File: config.mk
export PLATFORM = sky130hd
export DESIGN_NAME = tsc_front
export DESIGN_NICKNAME = d
export VERILOG_FILES = /design/src/rtl/tsc_pkg.sv /design/src/rtl/tsc_front.sv
export SDC_FILE = /design/constraint.sdc
export NUM_CORES = 1
export LEC_CHECK = 0
export BUFFER_PORTS_ARGS = -buffer_cell sky130_fd_sc_hd__buf_2
export CAP_MARGIN = 20
export CORE_ASPECT_RATIO = 1.5
export CORE_MARGIN = 4
export CORE_UTILIZATION = 41
export CTS_CLUSTER_SIZE = 24
export DETAILED_ROUTE_END_ITERATION = 6
export PLACE_DENSITY = 0.8
export SYNTH_ARGS = -nofsm -noshare
export SYNTH_HDL_FRONTEND = slang
export SYNTH_SLANG_ARGS = --single-unit
File: constraint.sdc
create_clock -name i_clk -period 2.4 [get_ports i_clk]
set_input_delay 0.24 -clock i_clk [delete_from_list [all_inputs] [get_ports i_clk]]
set_output_delay 0.24 -clock i_clk [all_outputs]
set_load 0.005 [all_outputs]
File: src/rtl/tsc_pkg.sv
// Shared constants, codes and types of the TDC subevent checker.
package tsc_pkg;

    localparam int MAX_WORDS = 16384;
    localparam int POS_W     = $clog2(MAX_WORDS);
    localparam int CHAN_W    = 10;
    localparam int NCHAN     = 1 << CHAN_W;
    localparam int EPOCH_W   = 10;
    localparam int FIFO_DEPTH = 4;
    localparam int FIFO_AW    = $clog2(FIFO_DEPTH);

    localparam logic [POS_W-1:0]   LAST_POS  = POS_W'(MAX_WORDS - 1);
    localparam logic [15:0]        OVF_VALUE = 16'h7fff;
    localparam logic [EPOCH_W-1:0] EPOCH_MAX = '1;
    localparam logic [CHAN_W-1:0]  CHAN_MAX  = '1;

    localparam logic [2:0] ST_HEADER   = 3'd0;
    localparam logic [2:0] ST_ACCEPTED = 3'd1;
    localparam logic [2:0] ST_ERRBITS  = 3'd2;
    localparam logic [2:0] ST_OVERFLOW = 3'd3;
    localparam logic [2:0] ST_DOUBLE   = 3'd4;
    localparam logic [2:0] ST_INVERT   = 3'd5;

    localparam logic [2:0] VD_CLEAN     = 3'd0;
    localparam logic [2:0] VD_DATA_ERR  = 3'd1;
    localparam logic [2:0] VD_BAD_COUNT = 3'd2;
    localparam logic [2:0] VD_NO_HEADER = 3'd3;
    localparam logic [2:0] VD_BAD_LEN   = 3'd4;

    typedef struct packed {
        logic [31:0]      word;
        logic             last;
        logic [POS_W-1:0] pos;
        logic             overrun;
    } t_item;

    typedef struct packed {
        logic [EPOCH_W-1:0] epoch;
        logic               seen;
        logic               pend;
        logic [15:0]        last_value;
        logic [POS_W-1:0]   ovf_pos;
        logic [POS_W-1:0]   last_pos;
    } t_entry;

endpackage

File: src/rtl/tsc_front.sv
// Front end: accepts input beats, tracks word position and overrun.
module tsc_front (
    input  logic                 i_clk,
    input  logic                 i_rst_n,
    input  logic                 i_valid,
    output logic                 o_ready,
    input  logic [31:0]          i_data_word,
    input  logic                 i_last_word,
    input  logic                 i_full,
    output logic                 o_push,
    output tsc_pkg::t_item       o_item
);

    logic [tsc_pkg::POS_W-1:0] r_pos, n_pos;
    logic                      r_ovr, n_ovr;
    logic                      cur_ovr;

    assign o_ready = !i_full;
    assign o_push  = i_valid && !i_full;
    assign cur_ovr = (r_pos == '0) ? 1'b0 : r_ovr;

    always_comb begin
        o_item.word    = i_data_word;
        o_item.last    = i_last_word;
        o_item.pos     = r_pos;
        o_item.overrun = cur_ovr;
        n_pos = r_pos;
        n_ovr = r_ovr;
        if (o_push) begin
            n_ovr = cur_ovr;
            if (i_last_word) begin
                n_pos = '0;
            end else if (r_pos != tsc_pkg::LAST_POS) begin
                n_pos = r_pos + 1'b1;
            end else begin
                n_ovr = 1'b1;
            end
        end
    end

    always_ff @(posedge i_clk) begin
        if (!i_rst_n) begin
            r_pos <= '0;
            r_ovr <= 1'b0;
        end else begin
            r_pos <= n_pos;
            r_ovr <= n_ovr;
        end
    end

endmodule

==> results of run 1 <==
[synthesized netlist by cell type (3+ instances only)]
cell | number | share of area [%]
a21oi_1 | 4 | 1.6
a31oi_1 | 3 | 1.5
buf_2 | 3 | 1.2
buf_4 | 35 | 21
clkbuf_1 | 5 | 1.5
dfxtp_1 | 15 | 24
inv_1 | 9 | 2.7
nand2_1 | 8 | 2.4
nand3_1 | 5 | 2.0
nand4_1 | 4 | 2.0
nor4_1 | 5 | 2.5
o211ai_1 | 4 | 2.4
o21ai_0 | 3 | 1.2
o21ai_1 | 3 | 1.2
o221a_1 | 3 | 2.7
o311ai_1 | 3 | 2.1
[registers in the layout (all words and copies together), names as in the netlist]
| register | cells |
|---|---|
| r_ovr | 1 |
| r_pos | 14 |
[critical path, delay by kind of cell, from the launching register on]
family,cells,cell delay (ps)
AOI/OAI and AO/OA,2,850
adders and majority gates,1,310
DFF,1,440
and+or+nand+nor,2,300
[cell type report]
class	instances	area (um^2)	area share (%)
Clock inverter	1	5.00	0.426
Clock buffer	3	41.3	3.52
Timing Repair Buffer	24	125	10.7
Multi-Input combinational cell	84	619	52.8
Tap cell	39	48.8	4.16
Inverter	9	33.8	2.88
Sequential cell	15	300	25.6
[how the worst min path moves through the flow]
| stage | from | to | slack [ps] | depth (start not counted) |
|---|---|---|---|---|
| 2_1_floorplan | i_last_word | r_pos[1]$_SDFFE_PN0P_ | 420 | 2 |
| 3_3_place_gp | r_ovr$_SDFFE_PN0P_ | r_ovr$_SDFFE_PN0P_ | 470 | 2 |
| 3_5_place_dp | r_ovr$_SDFFE_PN0P_ | r_ovr$_SDFFE_PN0P_ | 480 | 2 |
| 4_1_cts | i_rst_n | r_pos[6]$_SDFFE_PN0P_ | 380 | 2 |
| 5_1_grt | i_rst_n | r_pos[6]$_SDFFE_PN0P_ | 400 | 2 |
| 6_report | i_rst_n | r_pos[6]$_SDFFE_PN0P_ | 380 | 2 |
[per-stage QoR]
stage,utilization (%),std cells
4_1_cts,40.3,175
3_3_place_gp,38.7,171
3_5_place_dp,38.7,171
2_1_floorplan,-,151
6_report,40.3,175
5_1_grt,40.3,175
[cells by family (layout without fill, tap and decap cells)]
logic type | Yosys count | count (layout)
AND/OR/NAND/NOR | 47 | 47
buffers and inverters | 52 | 37
AO/OA/AOI/OAI | 34 | 34
multiplexers | 1 | 1
adder cells (fa/ha/maj) | 2 | 2
flip-flops | 15 | 15
[routing by layer]
layer / routed length (um) / part of all wire [%] / vias up / GRT usage [%]
met5: 0 / 0 / - / 0
met4: 123 / 3.8 / 0 / 9.94
met3: 360 / 11 / 26 / 4.70
met2: 1530 / 47 / 85 / 27.5
met1: 1240 / 38 / 535 / 18.5
li1: - / - / 496 / -
[power breakdown]
group | switching [mW] | total (mW) | internal (mW)
clock network | 0.100 | 0.215 | 0.115
logic | 0.0281 | 0.0423 | 0.0141
registers | 0.00158 | 0.251 | 0.250
total | 0.130 | 0.509 | 0.379
==> results by group, run 1 <==
Routing
  • Initial DRT Pass Iterations: 6
  • Routed WL per cell: between 15 and 20 um
  • Post-Route WL: roughly 3300 um
  • Number of remaining DRC errors: 0
  • DR vias: roughly 1,100
  • DR iter-0 viols: 76
  • Post-route ant nets: 0
  • DR vias/cell: 6.53

Clocking
  • Cts bufs inserted: 3
  • Post-CTS setup buffers: 0
  • Worst-Skew Late Latency: 250 ps
  • H-tree levels: 1
  • Clock transition at path regs: approximately 70 ps
  • Post-CTS Resized: 0
  • # hold bufs at CTS: 0
  • Clock Path Buffers: 2
  • Root Buffer: clkbuf_8
  • CTS tree: yes
  • Num Clock Sinks: 15

Global route
  • First-pass GRT wire length: ~5000 um
  • Largest net degree at the start of global routing: 19
  • Number of antenna violations at the first check in global routing: 0
  • Vias in the first global route: approximately 1,100
  • Total track usage: 16.6%
  • Grt ovf: 0

Worst setup path
  • Critical path endpoint: r_pos[3]$_SDFFE_PN0P_
  • Crit Path Category: flop to flop
  • Data arrival, critical path: approximately 2200 ps
  • Worst path cell trace: ha_1 -> nand4_2 -> o41ai_4 -> nor2b_1 -> o221a_1
  • CP max-delay cell: o41ai_4
  • Reg2Reg Setup Slack: between 300 and 400 ps
  • Largest stage delay on the critical path: approximately 600 ps
  • R2r endpoint: r_pos[3]$_SDFFE_PN0P_
  • Critical path startpoint: r_pos[0]$_SDFFE_PN0P_
  • Crit Path Max Fanout: 7
  • Worst r2r src: r_pos[0]$_SDFFE_PN0P_
  • Crit start category: flop
  • Crit end category: flop
  • CP required: roughly 2600 ps
  • R2R depth: 5

Synth
  • Synth Instances: approximately 150
  • Asr flop ratio synth: 0%
  • Multiplexer share of the synthesized area: less than 1%
  • Mean area per synthesized cell: between 8 and 9 um^2
  • Distinct cells, synth: between 40 and 50
  • Largest family of logic cells by synthesized area: buffers and inverters
  • Post-synthesis sequential area ratio: 24.0%
  • Synth warnings: 0
  • Ys flop type: dfxtp_1
  • Synth Area in Compound Gates: 22.3%
  • FF+latch count, synth: 15
  • XOR/XNOR Fraction of Synth Area: 0%
  • Syn_nets: 190
  • Synthesized area: about 0.0012 mm^2
  • Post-synth EDFFs: 0
  • Post-synthesis adder-cell area fraction: under 10%
  • Simple-gate share of the synthesized area: roughly a quarter

Layout
  • Most frequent cells in the layout: buf_2, dfxtp_1, inv_1, nand2_1
  • Area Overhead vs Synth: -6.11%
  • Commonest non-fill, non-tap cell in the layout: buf_2
  • # fillers: around 300
  • Final #Nets: roughly 180
  • Final instance area: about 0.0012 mm^2
  • Share of cells above drive strength 1: 28.7%
  • N_diodes: 0

Power and ir drop
  • Power Density: 434 mW/mm^2
  • Largest vdd supply drop: between 0.15 and 0.2 mV
  • Design Power: between 0.5 and 0.6 mW
  • Leak pwr: 0.442 nW

Place
  • Post-DP Area: about 0.0011 mm^2
  • DP Wirelength: roughly 2300 um
  • Pre-CTS setup slack: about 410 ps
  • GPL Wtd Cong: approximately 0.95
  • Port Buffers: 22

Floorplanning
  • Rows: 24
  • DIE HEIGHT: approximately 76 um
  • Total die area: roughly 0.0040 mm^2
  • Die Width: between 50 and 60 um
  • Initial core utilization: between 40 and 50%
  • # IOs: between 80 and 90
  • Core area: ~0.003 mm^2

Timing
  • Max_slew headroom: between 60% and 70%
  • Final hold slack: about 380 ps
  • Final setup vio count: 0
  • Final hold vios: 0
  • Slew at the pin with the worst max-slew slack: between 400 and 500 ps
  • Worst Skew: around 6.7 ps
  • Worst Slack Setup Final: a little under 400 ps
  • Pins Over Slew Limit: 0
  • RSZ-0062 raised after global routing: no
  • Post-Route Setup TNS: 0 ps
  • Min Tclk post-route: 2010 ps
  • Period utilisation layout: between 80% and 90%
  • Fmax: between 400 and 500 MHz

Status
  • Outcome: finished clean

Hold path
  • Hold crit path type: input port to flop

Job
  • Max-cap violation count: 0
(Power assumes the default switching activity.)
==> run 2, diff against run 1 <==
==> constraint.sdc (replaced) <==
create_clock -name i_clk -period 2 [get_ports i_clk]
set_input_delay 0.2 -clock i_clk [delete_from_list [all_inputs] [get_ports i_clk]]
set_output_delay 0.2 -clock i_clk [all_outputs]
set_load 0.005 [all_outputs]
==> results by group, run 2 (synthesis results as in run 1) <==
Clocking
  • H-tree levels: 1 (unchanged)
  • Cts bufs inserted: 3 (unchanged)
  • Clock Path Buffers: 2 (unchanged)
  • # hold bufs at CTS: 0 (unchanged)
  • Post-CTS Resized: 0 (unchanged)
  • Num Clock Sinks: 15 (unchanged)
  • Worst-Skew Late Latency: 250 ps (about the same)
  • CTS tree: yes (unchanged)
  • Post-CTS setup buffers: 0 (unchanged)
  • Root Buffer: clkbuf_8 (unchanged)
  • Clock transition at path regs: 60 ps (was 70 ps)

Layout
  • N_diodes: 0 (unchanged)
  • Share of cells above drive strength 1: 30.7% (was 28.7%)
  • Footprint of the multi-input gates: 619 um^2 (unchanged)
  • Most frequent cells in the layout: buf_2, dfxtp_1, inv_1, nand2_1, buf_4 (was buf_2, dfxtp_1, inv_1, nand2_1)
  • Final #Nets: 180 (was 176)
  • Area Overhead vs Synth: -3.70% (was -6.11%)
  • Top flop regs: r_pos x14, r_ovr x1 (unchanged)
  • Max reg flops: 14 (unchanged)
  • Post-Layout Cell Count: 179 (was 175)
  • Commonest non-fill, non-tap cell in the layout: buf_2 (unchanged)
  • # fillers: 310 (was 296)
  • Register Area: 300 um^2 (unchanged)
  • Biggest register: r_pos (unchanged)
  • Final instance area: 0.00120 mm^2 (was 0.00117 mm^2)

Worst setup path
  • Worst r2r src: r_pos[0]$_SDFFE_PN0P_ (unchanged)
  • R2R depth: 5 (unchanged)
  • Worst path cell trace: ha_1 -> nand4_2 -> nor4_2 -> or2b_2 -> o221a_1 (was ha_1 -> nand4_2 -> o41ai_4 -> nor2b_1 -> o221a_1)
  • Crit Path Category: flop to flop (unchanged)
  • R2r endpoint: r_pos[3]$_SDFFE_PN0P_ (unchanged)
  • Data arrival, critical path: 2070 ps (was 2160 ps)
  • Largest stage delay on the critical path: 540 ps (was 590 ps)
  • CP max-delay cell: nor4_2 (was o41ai_4)
  • Reg2Reg Setup Slack: 120 ps (was 390 ps)
  • Worst Path Buf+Inv: 0 (unchanged)
  • CP delay by family, top: simple AND/OR/NAND/NOR gates (was compound AO/OA/AOI/OAI gates)
  • CP required: 2190 ps (was 2550 ps)
  • Crit start category: flop (unchanged)
  • Crit Path Max Fanout: 6 (was 7)
  • Crit end category: flop (unchanged)

Global route
  • Vias in the first global route: 1,071 (was 1,056)
  • Number of antenna violations at the first check in global routing: 0 (unchanged)
  • Grt ovf: 0 (unchanged)
  • Total track usage: 16.7% (was 16.6%)
  • Largest net degree at the start of global routing: 19 (unchanged)
  • First-pass GRT wire length: 5040 um (was 5010 um)

Timing
  • Period utilisation layout: 94.0% (was 83.9%)
  • Final setup vio count: 0 (unchanged)
  • Slew at the pin with the worst max-slew slack: 496 ps (was 483 ps)
  • Worst Skew: 1.29 ps (was 6.67 ps)
  • Min Tclk post-route: 1880 ps (was 2010 ps)
  • Max_slew headroom: 66.8% (was 67.7%)
  • Fmax: 532 MHz (was 496 MHz)
  • Pins Over Slew Limit: 0 (unchanged)
  • Final hold vios: 0 (unchanged)
  • RSZ-0062 raised after global routing: yes (was no)

Routing
  • Number of remaining DRC errors: 0 (unchanged)
  • Initial DRT Pass Iterations: 5 (was 6)
  • DR vias/cell: 6.13 (was 6.53)
  • Post-Route WL: 3110 um (was 3250 um)
  • Routed WL per cell: 17.4 um (was 18.6 um)
  • DR vias: 1,097 (was 1,142)
  • Post-route ant nets: 0 (unchanged)
  • DR iter-0 viols: 84 (was 76)

Power and ir drop
  • Leak pwr: 0.463 nW (was 0.442 nW)
  • Power Density: 506 mW/mm^2 (was 434 mW/mm^2)
  • Largest vdd supply drop: 0.257 mV (was 0.185 mV)

Place
  • DP Wirelength: 2330 um (was 2260 um)
  • Placed Cells: 175 (was 171)
  • Port Buffers: 22 (unchanged)
  • GPL Wtd Cong: 0.904 (was 0.949)
  • Post-DP Area: 0.00116 mm^2 (was 0.00113 mm^2)

Job
  • Max-cap violation count: 0 (unchanged)

Floorplanning
  • Rows: 24 (unchanged)
  • Core area: 0.00291 mm^2 (unchanged)
  • # IOs: 87 (unchanged)
  • DIE HEIGHT: 75.6 um (unchanged)
  • Initial core utilization: 42.9% (unchanged)
  • Total die area: 0.00401 mm^2 (unchanged)
  • Die Width: 53.1 um (unchanged)

Hold path
  • Hold Path Cell Cnt: 4 (was 2)
  • Hold path start: i_full (was i_rst_n)
  • Hold Path End: r_pos[12]$_SDFFE_PN0P_ (was r_pos[6]$_SDFFE_PN0P_)
  • Hold crit path type: input port to flop (unchanged)

Status
  • Outcome: finished clean (unchanged)
-- run 2: cell count changes in the layout (fill, tap and decap cells not counted), sizes merged --
cell	delta
buf	+4
-- run 2: metal layers --
metal | routed length (um) | vias to the layer above | GRT usage [%]
met5 | 0 | - | 0
met4 | 97 | 0 | 12.8
met3 | 251 | 17 | 2.54
met2 | 1540 | 61 | 28.5
met1 | 1220 | 509 | 18.3
li1 | - | 510 | -
-- run 2: power by group --
part / switching, mW / total [mW] / internal [mW] / leakage (nW)
Sequential: 0.000535 / 0.300 / 0.300 / 0.121
Combinational: 0.0341 / 0.0539 / 0.0197 / 0.317
Clock: 0.116 / 0.255 / 0.138 / 0.0255
-- run 2: cell type report --
| cell class | count | share of cell area, % |
|---|---|---|
| clock inverter | 1 | 0.416 |
| inverter | 9 | 2.81 |
| tap | 39 | 4.05 |
| multi-input combinational | 84 | 51.5 |
| clock buffer | 3 | 3.43 |
| sequential | 15 | 24.9 |
| timing repair buffer | 28 | 12.9 |
-- run 2: worst register-to-register path, stage by stage, from the launching register on --
cell     delay (ps)
dfxtp_1         330
ha_1            260
nand4_2         190
nor4_2          540
or2b_2          280
o221a_1         210
-- run 2: worst max-delay path by stage --
stage                                      from               endpoint  slack, ps  cells after the start
after floorplan           r_pos[1]$_SDFFE_PN0P_  r_pos[3]$_SDFFE_PN0P_        260                      5
after global placement    r_pos[0]$_SDFFE_PN0P_  r_pos[3]$_SDFFE_PN0P_        230                      5
after detailed placement  r_pos[0]$_SDFFE_PN0P_  r_pos[3]$_SDFFE_PN0P_         70                      5
after CTS                 r_pos[0]$_SDFFE_PN0P_  r_pos[3]$_SDFFE_PN0P_         90                      5
after global routing      r_pos[1]$_SDFFE_PN0P_     r_ovr$_SDFFE_PN0P_        -50                      6
final                     r_pos[0]$_SDFFE_PN0P_  r_pos[3]$_SDFFE_PN0P_        120                      5
-- run 2: stage by stage --
stage / utilization (%) / power (mW) / worst slack (ps) / hold WS (ps) / setup TNS (ps)
after floorplan: - / 0.392 / 262 / 385 / 0
after global placement: 39.7 / 0.359 / 232 / 400 / 0
after detailed placement: 39.7 / 0.360 / 74.7 / 400 / 0
after CTS: 41.3 / 0.611 / 89.9 / 324 / 0
after global routing: 41.3 / 0.623 / -54.5 / 363 / -198
final: 41.3 / 0.609 / 121 / 322 / 0
