## config.mk

```make
export PLATFORM = sky130hd
export DESIGN_NAME = tsc_fifo
export DESIGN_NICKNAME = d
export VERILOG_FILES = /design/src/rtl/tsc_pkg.sv /design/src/rtl/tsc_fifo.sv
export SDC_FILE = /design/constraint.sdc
export NUM_CORES = 1
export LEC_CHECK = 0
export ABC_AREA = 1
export BUFFER_PORTS_ARGS = -buffer_cell sky130_fd_sc_hd__buf_4
export CORE_MARGIN = 1.5
export CORE_UTILIZATION = 40
export CTS_CLUSTER_SIZE = 12
export DETAILED_ROUTE_END_ITERATION = 7
export GPL_TIMING_DRIVEN = 0
export HOLD_SLACK_MARGIN = 0.03
export REMOVE_ABC_BUFFERS = 1
export SETUP_SLACK_MARGIN = 0.1
export SYNTH_ARGS = -nofsm -noshare
export SYNTH_HDL_FRONTEND = slang
export SYNTH_SLANG_ARGS = --single-unit
```

## constraint.sdc

```tcl
create_clock -name i_clk -period 2.2 [get_ports i_clk]
set_clock_uncertainty 0.1 [all_clocks]
set_input_delay 0.33 -clock i_clk [delete_from_list [all_inputs] [get_ports i_clk]]
set_output_delay 0.33 -clock i_clk [all_outputs]
set_load 0.01 [all_outputs]
```

## src/rtl/tsc_pkg.sv

```systemverilog
// Shared constants, codes and types of the TDC subevent checker.
package tsc_pkg;

    localparam int MAX_WORDS = 16384;
    localparam int POS_W     = $clog2(MAX_WORDS);
    localparam int CHAN_W    = 10;
    localparam int NCHAN     = 1 << CHAN_W;
    localparam int EPOCH_W   = 10;
    localparam int FIFO_DEPTH = 4;
    localparam int FIFO_AW    = $clog2(FIFO_DEPTH);

    localparam logic [POS_W-1:0]   LAST_POS  = POS_W'(MAX_WORDS - 1);
    localparam logic [15:0]        OVF_VALUE = 16'h7fff;
    localparam logic [EPOCH_W-1:0] EPOCH_MAX = '1;
    localparam logic [CHAN_W-1:0]  CHAN_MAX  = '1;

    localparam logic [2:0] ST_HEADER   = 3'd0;
    localparam logic [2:0] ST_ACCEPTED = 3'd1;
    localparam logic [2:0] ST_ERRBITS  = 3'd2;
    localparam logic [2:0] ST_OVERFLOW = 3'd3;
    localparam logic [2:0] ST_DOUBLE   = 3'd4;
    localparam logic [2:0] ST_INVERT   = 3'd5;

    localparam logic [2:0] VD_CLEAN     = 3'd0;
    localparam logic [2:0] VD_DATA_ERR  = 3'd1;
    localparam logic [2:0] VD_BAD_COUNT = 3'd2;
    localparam logic [2:0] VD_NO_HEADER = 3'd3;
    localparam logic [2:0] VD_BAD_LEN   = 3'd4;

    typedef struct packed {
        logic [31:0]      word;
        logic             last;
        logic [POS_W-1:0] pos;
        logic             overrun;
    } t_item;

    typedef struct packed {
        logic [EPOCH_W-1:0] epoch;
        logic               seen;
        logic               pend;
        logic [15:0]        last_value;
        logic [POS_W-1:0]   ovf_pos;
        logic [POS_W-1:0]   last_pos;
    } t_entry;

endpackage

```

## src/rtl/tsc_fifo.sv

```systemverilog
// Short queue of position-tagged beats between the front end and the back end.
module tsc_fifo (
    input  logic           i_clk,
    input  logic           i_rst_n,
    input  logic           i_push,
    input  tsc_pkg::t_item i_item,
    output logic           o_full,
    input  logic           i_pop,
    output tsc_pkg::t_item o_item,
    output logic           o_empty
);

    tsc_pkg::t_item                  r_mem [tsc_pkg::FIFO_DEPTH];
    logic [tsc_pkg::FIFO_AW-1:0]     r_wptr, r_rptr;
    logic [tsc_pkg::FIFO_AW:0]       r_count;

    assign o_full  = (r_count == (tsc_pkg::FIFO_AW+1)'(tsc_pkg::FIFO_DEPTH));
    assign o_empty = (r_count == '0);
    assign o_item  = r_mem[r_rptr];

    always_ff @(posedge i_clk) begin
        if (i_push) begin
            r_mem[r_wptr] <= i_item;
        end
        if (!i_rst_n) begin
            r_wptr  <= '0;
            r_rptr  <= '0;
            r_count <= '0;
        end else begin
            if (i_push) begin
                r_wptr <= r_wptr + 1'b1;
            end
            if (i_pop) begin
                r_rptr <= r_rptr + 1'b1;
            end
            r_count <= r_count + (tsc_pkg::FIFO_AW+1)'(i_push)
                       - (tsc_pkg::FIFO_AW+1)'(i_pop);
        end
    end

endmodule

```

==> reports/summary.md, run 1 <==
• 201 — post-synthesis sequential element count
• 0 — final setup violating endpoints
• i_push — Hold Crit Start
• 26600 µm — wire length of the first global-routing pass
• 102 — num ports
• 616 — gate count of the mapped netlist
• flop — crit path launch type
• 17.3 µm — WL per Instance
• 0.0517 — simple-gate share of the synthesized area
• edfxtp_1 — library cell with the largest summed area after synthesis
• 1614 — layout filler cell count
• 10800 µm² — total non-filler cell area in the finished layout
• 8030 µm² — Cell Area, Synth
• 0.487 GHz — highest attainable clock frequency
• output port — element type at the critical path end
• 19600 µm² — total core area
• 0.741 — share of the yosys chip area belonging to registers
• 0.672 — Final Wtd Congestion
• 599 µV — peak supply drop
• 0.0118 — adder-cell share of the synthesized area
• 101 — count of input and output buffers
• 0.535 ns — actual slew at the worst max-slew pin
• r_wptr[0] — worst reg2reg path startpoint
• -0.0596 ns — post-placement worst setup slack
• clkbuf_16 — cell chosen for the clock root
• 4.26 nW — static leakage power
• 846 — Net count, final
• 34.5% — area added between synthesis and finish
• 51 — num rows
• 0.50 ns — clock latency reported for the late side of the worst-skew pair
• 9030 µm² — total cell area at the placement stage
• done — CTS tree
• 2.05 ns — Min Clock Period, post-route
• 4 — worst hold path depth
• 0 — final antenna-violating net count
• 5 — length in cells of the worst reg-to-reg path
• 5111 — vias in the first global route
• 3 — Clock Tree Buf Depth
• 1.77 ns — data required time at the worst endpoint
• dfxtp_4 — Max stage delay cell, worst path
• 5191 — routed vias
• 0.37 ns — CP max stage delay
• 18500 µm — total detailed-routing wirelength
• 0 ns — setup TNS
• finished clean — status
• 0.06 ns — Clock Pin Slew Worst Setup and Hold Paths
• 4 — first drt pass iteration count
• buffers and inverters — cell family contributing the most delay on the critical path
• compound AO/OA/AOI/OAI gates — dominant combinational cell family by area after synthesis
• 13.0 µm² — syn_area_per_cell
• 0.551 — core utilization of the finished layout
• 0.145 ns — Worst Setup Slack, final
• r_count[0] — Worst Hold Path EP
• yes — RSZ-0062 raised after global routing
• 14 — highest net fanout along the worst path
• 0 — post-synthesis xor/xnor area fraction
• 234 — number of DRC markers after the initial detailed-route iteration
• 0.102 ns — worst hold-check slack
• 35 — pin count of the biggest net entering global routing
• 22 — number of buffers created by CTS
• reg -> out — WS Path Type
• 201 — # clock sinks
• 0.934 — crit share post-route
• buf_16 > buf_12 > a21oi_1 > o21ai_2 > nand2_1 > buf_4 — critical path cell sequence
• in -> reg — type of the tightest min-delay check
• edfxtp_1 (72%), inv_1 (5.2%), nand2_1 (5.0%) — largest cells by area after synthesis
• 145 µm — Die Ht
• 0 — Hold Violations, Final
• 1 — CTS HTree Levels
• 0 — final count of pins violating max slew
• 4.87 — Avg Vias per Cell
• 3 — Critical path buffers and inverters
• 0 — DRC violations left
• 1.62 ns — endpoint arrival time on the critical path
• 851 nW/µm² — power density cells
• 0.410 — initial core utilization
• 0.171 — Overall Global Routing Usage
• 0 — overflow left after global routing
• 145 µm — Die Span X
• 1 — antenna violations before repair
• 0.111 — synthesized-area fraction occupied by ao, oa, aoi and oai cells
• 0.222 — share of final-layout standard cells stronger than drive strength 1
• 20900 µm² — floorplan die area
• 0.643 — worst slew margin relative to its limit
• 0 — maxcap violations
• 0 — fraction of synthesized area in multiplexers
• 0.35 ns — reg-to-reg setup timing slack
• 0.718 — area share of the leading cell type in the synthesized netlist
• r_mem[0][24] — worst reg2reg path endpoint
• 16 — Distinct cells, synth
• 8770 µm — half-perimeter wire length after detailed placement
• 0 — synthesis warning total
==> where the power goes <==
part / switching [mW] / total [mW] / internal, mW / leakage (nW)
registers: 0.0516 / 4.43 / 4.38 / 1.84
clock network: 1.38 / 3.52 / 2.14 / 0.348
logic: 0.645 / 1.24 / 0.593 / 2.07
total: 2.08 / 9.19 / 7.11 / 4.26
==> synthesized netlist by cell type, drive strengths merged <==
| cell | count |
|---|---|
| nor3 | 1 |
| o21ai | 52 |
| buf | 32 |
| dfxtp | 9 |
| edfxtp | 192 |
| o211ai | 48 |
| ha | 6 |
| nand2 | 106 |
| fa | 1 |
| nor2 | 2 |
| nand3 | 1 |
| a21oi | 54 |
| inv | 112 |
==> worst reg2reg max path, delay by kind of cell (launching register included) <==
kind / cells / cell delay (ns)
adder cells (fa/ha/maj): 1 / 0.18
buffers and inverters: 3 / 0.84
flip-flops: 1 / 0.33
AND/OR/NAND/NOR: 1 / 0.07
==> flip-flops by register name, summed over array words and instances, names as in the netlist, named ones only <==
signal	count
r_mem	192
r_rptr	2
r_count	3
r_wptr	2
==> per-stage QoR <==
step                      total power [mW]  cells
final                                 9.19   1067
after global placement                5.41    950
after floorplan                       4.97    584
after global routing                  9.56   1067
after CTS                             9.21   1061
after detailed placement              5.46    957
==> area by class of cell <==
class                   count  area (µm²)  share of cell area
clock inverters             4        17.5             0.00162
clock buffers              34         689              0.0638
multi-input cells         271        1450               0.134
well taps                 265         332              0.0307
flip-flops and latches    201        5950               0.551
repair buffers            179        1940               0.179
inverters                 112         420              0.0389
diodes                      1        2.50            0.000232
==> layout by cell type, fill, tap and decap left out, drive strengths merged <==
| cell | synthesis | final |
|---|---|---|
| edfxtp | 192 | 192 |
| buf | 32 | 122 |
| inv | 112 | 112 |
| nand2 | 106 | 106 |
| a21oi | 54 | 54 |
| o21ai | 52 | 52 |
| dlygate4sd3 | 0 | 50 |
| o211ai | 48 | 48 |
| clkbuf | 0 | 40 |
| dfxtp | 9 | 9 |
| ha | 6 | 6 |
| clkinv | 0 | 4 |
| nor2 | 2 | 2 |
| diode | 0 | 1 |
| nor3 | 1 | 1 |
| nand3 | 1 | 1 |
| fa | 1 | 1 |
| bufbuf | 0 | 1 |
==> metal layers <==
metal  track usage  share of wire  up-vias
met4        0.0510          0.020        0
li1              -              -     2482
met1         0.205           0.42     2547
met5             0              0        -
met3        0.0336          0.058       31
met2         0.311           0.50      131
==> cell families (layout without fill, tap and decap cells) <==
family | Yosys count | in the layout
adders and majority gates | 7 | 7
other | 0 | 1
buffers and inverters | 144 | 329
DFF | 201 | 201
and+or+nand+nor | 110 | 110
AOI/OAI and AO/OA | 154 | 154
==> what timing repair did <==
action	CTS	global route
pin swaps	7	24
hold endpoints to repair	198	0
gates cloned	6	6
endpoints found under the setup margin	48	45
hold buffers	50	0
resized for setup	14	26
setup buffers	10	0
==> worst max path at each step <==
stage,startpoint,cells past startpoint,slack [ns],endpoint
2_1_floorplan,flop,2,-2.13,o_item[44]
3_3_place_gp,flop,3,-3.58,o_item[47]
3_5_place_dp,flop,6,-0.06,o_item[38]
4_1_cts,flop,7,0.09,o_item[9]
5_1_grt,flop,6,0.06,o_item[46]
6_report,flop,6,0.15,o_item[25]
Power figures use the tool's default switching activity.
==> run 2, diff against run 1 <==
--- a/config.mk
+++ b/config.mk
@@ -6,13 +6,14 @@
 export NUM_CORES = 1
 export LEC_CHECK = 0
 export ABC_AREA = 1
-export BUFFER_PORTS_ARGS = -buffer_cell sky130_fd_sc_hd__buf_4
+export BUFFER_PORTS_ARGS = -buffer_cell sky130_fd_sc_hd__buf_2
 export CORE_MARGIN = 1.5
 export CORE_UTILIZATION = 40
 export CTS_CLUSTER_SIZE = 12
 export DETAILED_ROUTE_END_ITERATION = 7
 export GPL_TIMING_DRIVEN = 0
-export HOLD_SLACK_MARGIN = 0.03
+export HOLD_SLACK_MARGIN = 0.15
+export RECOVER_POWER = 100
 export REMOVE_ABC_BUFFERS = 1
 export SETUP_SLACK_MARGIN = 0.1
 export SYNTH_ARGS = -nofsm -noshare
==> reports/summary.md, run 2 (synthesized netlist as in run 1, its figures left out) <==
• 3.87 nW — static leakage power, -9.0%
• 0 — overflow left after global routing, unchanged
• 145 µm — Die Ht, unchanged
• reg -> out — WS Path Type
• 0 — antenna violations before repair, -1
• yes — RSZ-0062 raised after global routing
• 0.675 — Final Wtd Congestion, +0.49%
• 0.532 — worst slew margin relative to its limit, -0.111
• 17.1 µm — WL per Instance, -1.5%
• 0 — ANT cells, -1
• 0.410 — initial core utilization, unchanged
• 8.72 mW — power consumption, -5.1%
• 0 — DRC violations left, unchanged
• 0 — Hold Violations, Final, unchanged
• 2.07 ns — Min Clock Period, post-route, +0.0196 ns
• 1059 — final cell count without fillers, -0.75%
• 20900 µm² — floorplan die area, unchanged
• 3 — Clock Tree Buf Depth, unchanged
• reg -> reg — type of the tightest min-delay check
• 0.123 — share of final-layout standard cells stronger than drive strength 1, -0.0988
• 0.380 ns — worst hold-check slack, +0.278 ns
• 18100 µm — total detailed-routing wirelength, -2.2%
• 0 — final setup violating endpoints, unchanged
• 0 — maxcap violations, unchanged
• r_mem — Biggest register
• 0 — final count of pins violating max slew, unchanged
• 0.06 ns — Clock Pin Slew Worst Setup and Hold Paths, about the same
• 0.943 — crit share post-route, +0.00891
• 21 — number of buffers created by CTS, -4.5%
• 0.701 ns — actual slew at the worst max-slew pin, +0.166 ns
• 4.87 — Avg Vias per Cell, about the same
• 5 — length in cells of the worst reg-to-reg path, unchanged
• done — CTS tree
• 26500 µm — wire length of the first global-routing pass, -0.36%
• 2 — worst hold path depth, -2
• 4 — first drt pass iteration count, unchanged
• 5153 — routed vias, -0.73%
• 858 nW/µm² — power density cells, +0.88%
• 145 µm — Die Span X, unchanged
• 3 — Critical path buffers and inverters, unchanged
• r_mem x192, r_count x3 — leading registers by flop count
• 201 — # clock sinks, unchanged
• finished clean — status
• 5299 — vias in the first global route, +3.7%
• 1670 — layout filler cell count, +3.5%
• 102 — num ports, unchanged
• 843 — Net count, final, -0.35%
• edfxtp_1 (192), inv_1 (108), nand2_1 (106) — most frequent cells in the layout
• 26.5% — area added between synthesis and finish
• clkbuf_16 — cell chosen for the clock root
• 0.24 ns — reg-to-reg setup timing slack, -0.11 ns
• 8580 µm — half-perimeter wire length after detailed placement, -2.3%
• 0.49 ns — clock latency reported for the late side of the worst-skew pair, about the same
• 0 — final antenna-violating net count, unchanged
• 195 — number of DRC markers after the initial detailed-route iteration, -17%
• flop — crit path launch type
• output port — element type at the critical path end
• 19600 µm² — total core area, unchanged
• 1.64 ns — endpoint arrival time on the critical path, +0.02 ns
• 26 — highest net fanout along the worst path, +12
• edfxtp_1 — leading cell type in the layout, fill and taps excluded
• 6 — cell depth of the worst setup path, unchanged
• 0.36 ns — CP max stage delay, about the same
• buffers and inverters — cell family contributing the most delay on the critical path
• 192 — max reg flops, unchanged
• 52 — pin count of the biggest net entering global routing, +49%
• 956 — cell total after placement, -0.10%
• 101 — count of input and output buffers, unchanged
• 1.77 ns — data required time at the worst endpoint, about the same
• 0.482 GHz — highest attainable clock frequency, -0.94%
• buf_4 > buf_16 > a21oi_1 > o21ai_1 > nand2_1 > clkbuf_1 — critical path cell sequence
• 1 — CTS HTree Levels, unchanged
• 518 µV — peak supply drop, -14%
• 51 — num rows, unchanged
• dfxtp_4 — Max stage delay cell, worst path
• 0.167 — Overall Global Routing Usage, -0.00368
==> run 2: final timing paths <==
path	from	end
max	flop	o_item[13]
min	r_rptr[1]	flop
max reg2reg	r_wptr[0]	r_mem[2][46]
min reg2reg	r_rptr[1]	flop
==> run 2: worst register-to-register path, stage by stage (launching register included) <==
cell     delay, ns
dfxtp_1       0.33
inv_1         0.14
ha_1          0.17
nand2_1       0.07
inv_2         0.54
buf_12        0.29
==> run 2: power by group <==
group / total (mW) / leakage [nW] / switching [mW] / internal, mW
registers: 4.43 / 1.84 / 0.0528 / 4.38
logic: 1.03 / 1.73 / 0.614 / 0.412
clock network: 3.26 / 0.304 / 1.31 / 1.96
==> run 2: area by class of cell <==
cell class                 instances  area (µm²)  share of cell area
sequential                       201        5950               0.586
inverter                         112         420              0.0414
multi-input combinational        271        1410               0.139
timing repair buffer             177        1410               0.139
tap                              265         332              0.0326
clock buffer                      31         593              0.0584
clock inverter                     2        33.8             0.00333
==> run 2: metrics by stage <==
stage                     cell area, µm²   util  setup WS, ns  setup TNS, ns
final                              10200  0.518         0.126              0
after global routing               10200  0.518        0.0367              0
after CTS                          10100  0.516        0.0935              0
after floorplan                     7770      -         -2.13         -99.67
after detailed placement            8750  0.447       -0.0630         -0.726
after global placement              8600  0.439         -3.55        -297.92
==> run 2: per-layer routing <==
| layer | vias up | wire length, µm | track usage |
|---|---|---|---|
| met5 | - | 0 | 0 |
| met4 | 0 | 335 | 0.0500 |
| li1 | 2465 | - | - |
| met3 | 36 | 1100 | 0.0293 |
| met2 | 144 | 9010 | 0.301 |
| met1 | 2508 | 7640 | 0.206 |
==> run 2: timing repair <==
item / 4_1_cts / 5_1_grt
hold buffers: 52 / 0
endpoints found under the setup margin: 48 / 35
hold endpoints to repair: 201 / 0
cloned: 2 / 4
gates resized for setup: 1 / 6
pin swaps: 0 / 0
buffers inserted: 9 / 3
==> run 3, diff against run 2 <==
--- a/config.mk
+++ b/config.mk
@@ -7,14 +7,13 @@
 export LEC_CHECK = 0
 export ABC_AREA = 1
 export BUFFER_PORTS_ARGS = -buffer_cell sky130_fd_sc_hd__buf_2
-export CORE_MARGIN = 1.5
+export CORE_MARGIN = 4
 export CORE_UTILIZATION = 40
 export CTS_CLUSTER_SIZE = 12
 export DETAILED_ROUTE_END_ITERATION = 7
 export GPL_TIMING_DRIVEN = 0
 export HOLD_SLACK_MARGIN = 0.15
 export RECOVER_POWER = 100
-export REMOVE_ABC_BUFFERS = 1
 export SETUP_SLACK_MARGIN = 0.1
 export SYNTH_ARGS = -nofsm -noshare
 export SYNTH_HDL_FRONTEND = slang
==> reports/summary.md, run 3 (synthesized netlist as in run 1, its figures left out) <==
• finished clean — status
• 21 — number of buffers created by CTS, unchanged
• 4 — first drt pass iteration count, unchanged
• 0 — final antenna-violating net count, unchanged
• 27600 µm — wire length of the first global-routing pass, +4.0%
• 0 — maxcap violations, unchanged
• r_rptr[1] — Worst Hold Path EP
• 0.287 ns — post-placement worst setup slack, +0.350 ns
• 0.130 — share of final-layout standard cells stronger than drive strength 1, +0.00685
• 0 — Hold Violations, Final, unchanged
• 4.72 — Avg Vias per Cell, -2.9%
• 0.282 — met2 capacity usage during global routing, -0.0190
• 1.66 ns — endpoint arrival time on the critical path, +0.02 ns
• 0.478 GHz — highest attainable clock frequency, -0.91%
• 1.77 ns — data required time at the worst endpoint, about the same
• 19600 µm² — total core area, unchanged
• 150 µm — Die Span X, +3.5%
• 0 — overflow left after global routing, unchanged
• 1072 — final cell count without fillers, +1.2%
• clkbuf_16 — cell chosen for the clock root
• 986 — cell total after placement, +3.1%
• 17900 µm — total detailed-routing wirelength, -1.3%
• 150 µm — Die Ht, +3.5%
• 675 — syn_nets
• r_mem x192, r_count x3 — leading registers by flop count
• 0.371 ns — worst hold-check slack, -0.00932 ns
• 0.37 ns — CP max stage delay, about the same
• flop — crit path launch type
• reg -> out — WS Path Type
• 201 — # clock sinks, unchanged
• 1729 — layout filler cell count, +3.5%
• 0.200 — grt met1 use, -0.00545
• 5220 — vias in the first global route, -1.5%
• 16.7 µm — WL per Instance, -2.5%
• r_mem — Biggest register
• 1450 µm² — multi-input combinational cell area, +2.4%
• 423 µV — peak supply drop, -18%
• 288 — number of DRC markers after the initial detailed-route iteration, +48%
• 27 — pin count of the biggest net entering global routing, -48%
• 5950 µm² — total area of sequential cells, about the same
• 5 — length in cells of the worst reg-to-reg path, unchanged
• 0.560 — worst slew margin relative to its limit, +0.0282
• 0.06 ns — Clock Pin Slew Worst Setup and Hold Paths, about the same
• 838 nW/µm² — power density cells, -2.4%
• dfxtp_4 — Max stage delay cell, worst path
• 2 — worst hold path depth, unchanged
• done — CTS tree
• 3 — Clock Tree Buf Depth, unchanged
• 0.951 — crit share post-route, +0.00861
• r_mem[0][26] — worst reg2reg path endpoint
• 25.7% — area added between synthesis and finish
• 3.84 nW — static leakage power, -0.87%
• reg -> reg — type of the tightest min-delay check
• 1 — antenna violations before repair, +1
• met2 — Most Used Layer, Global Route
• 0 ns — setup TNS, unchanged
• 857 — Net count, final, +1.7%
• 0 — final count of pins violating max slew, unchanged
• 102 — num ports, unchanged
• 0.725 — Final Wtd Congestion, +7.3%
• edfxtp_1 — leading cell type in the layout, fill and taps excluded
• 0.410 — initial core utilization, unchanged
• 101 — count of input and output buffers, unchanged
• 0.48 ns — clock latency reported for the late side of the worst-skew pair, about the same
• edfxtp_1 (192), inv_1 (108), nand2_1 (106) — most frequent cells in the layout
• 0.0300 — met3 global-route usage, +0.000696
• 0 — count of buffers added by post-CTS timing repair for setup, -9
• 0 — final setup violating endpoints, unchanged
• 0 — DRC violations left, unchanged
• 0.23 ns — reg-to-reg setup timing slack, about the same
• yes — RSZ-0062 raised after global routing
• 51 — num rows, unchanged
• 10 — highest net fanout along the worst path, -62%
• 5065 — routed vias, -1.7%
• r_rptr[1] — Hold Crit Start
• 11100 µm — half-perimeter wire length after detailed placement, +30%
• r_wptr[0] — worst reg2reg path startpoint
• 0.515 — core utilization of the finished layout, -0.00326
• 1 — CTS HTree Levels, unchanged
• buf_12 > buf_8 > a21oi_1 > o21ai_1 > nand2_1 > clkbuf_1 — critical path cell sequence
• 2.09 ns — Min Clock Period, post-route, +0.0190 ns
• 22400 µm² — floorplan die area, +7.0%
• output port — element type at the critical path end
• 192 — max reg flops, unchanged
• 0.158 — Overall Global Routing Usage, -0.00909
• 0.107 ns — Worst Setup Slack, final, -0.0190 ns
• 0.659 ns — actual slew at the worst max-slew pin, -0.0422 ns
==> run 3: cell count changes in the layout (fill, tap and decap cells not counted), moves of 9 or more <==
| cell | previous run | this run |
|---|---|---|
| clkbuf_1 | 68 | 82 |
| buf_2 | 39 | 25 |
| a21oi_2 | 3 | 12 |
| a21oi_1 | 51 | 42 |
| buf_6 | 6 | 16 |
| buf_4 | 2 | 11 |
==> run 3: power by group <==
part | internal (mW) | leakage (nW) | switching, mW
registers | 4.38 | 1.84 | 0.0471
logic | 0.393 | 1.73 | 0.624
clock network | 1.74 | 0.274 | 1.27
==> run 3: timing repair <==
item	4_1_cts	5_1_grt
cloned	1	1
hold buffers	52	0
pin swaps	0	11
resized for setup	15	32
endpoints found under the setup margin	47	45
endpoints found under the hold margin	201	0
==> run 3: stage by stage <==
stage          area (µm²)  power, mW
6_report            10100       8.46
5_1_grt             10100       8.83
4_1_cts             10100       8.56
3_5_place_dp         8950       5.45
3_3_place_gp         8870       5.41
2_1_floorplan        8030       5.02
==> run 3: metal layers <==
metal	vias to the layer above	wire, µm	part of all wire
met5	-	0	0
met4	0	250	0.014
met3	21	958	0.054
met2	104	9150	0.51
met1	2445	7500	0.42
li1	2495	-	-
==> run 3: how the worst max path moves through the flow <==
stage | to | cells after the start
detailed placement | r_mem[0][26] | 5
finish | o_item[2] | 6
floorplan | r_mem[2][0] | 4
CTS | o_item[11] | 6
global placement | r_mem[2][26] | 4
global route | o_item[46] | 5
==> run 3: critical path, delay by kind of cell (launching register included) <==
kind	cells	cell delay [ns]
buffers and inverters	3	0.47
flip-flops	1	0.37
AO/OA/AOI/OAI	2	0.25
AND/OR/NAND/NOR	1	0.10
==> run 3: cell type report <==
cell class,count,area share
Sequential cell,201,0.589
Multi-Input combinational cell,271,0.143
Timing Repair Buffer,159,0.101
Clock buffer,30,0.0554
Inverter,112,0.0417
Buffer,32,0.0351
Tap cell,265,0.0328
Clock inverter,1,0.000868
Antenna cell,1,0.000248
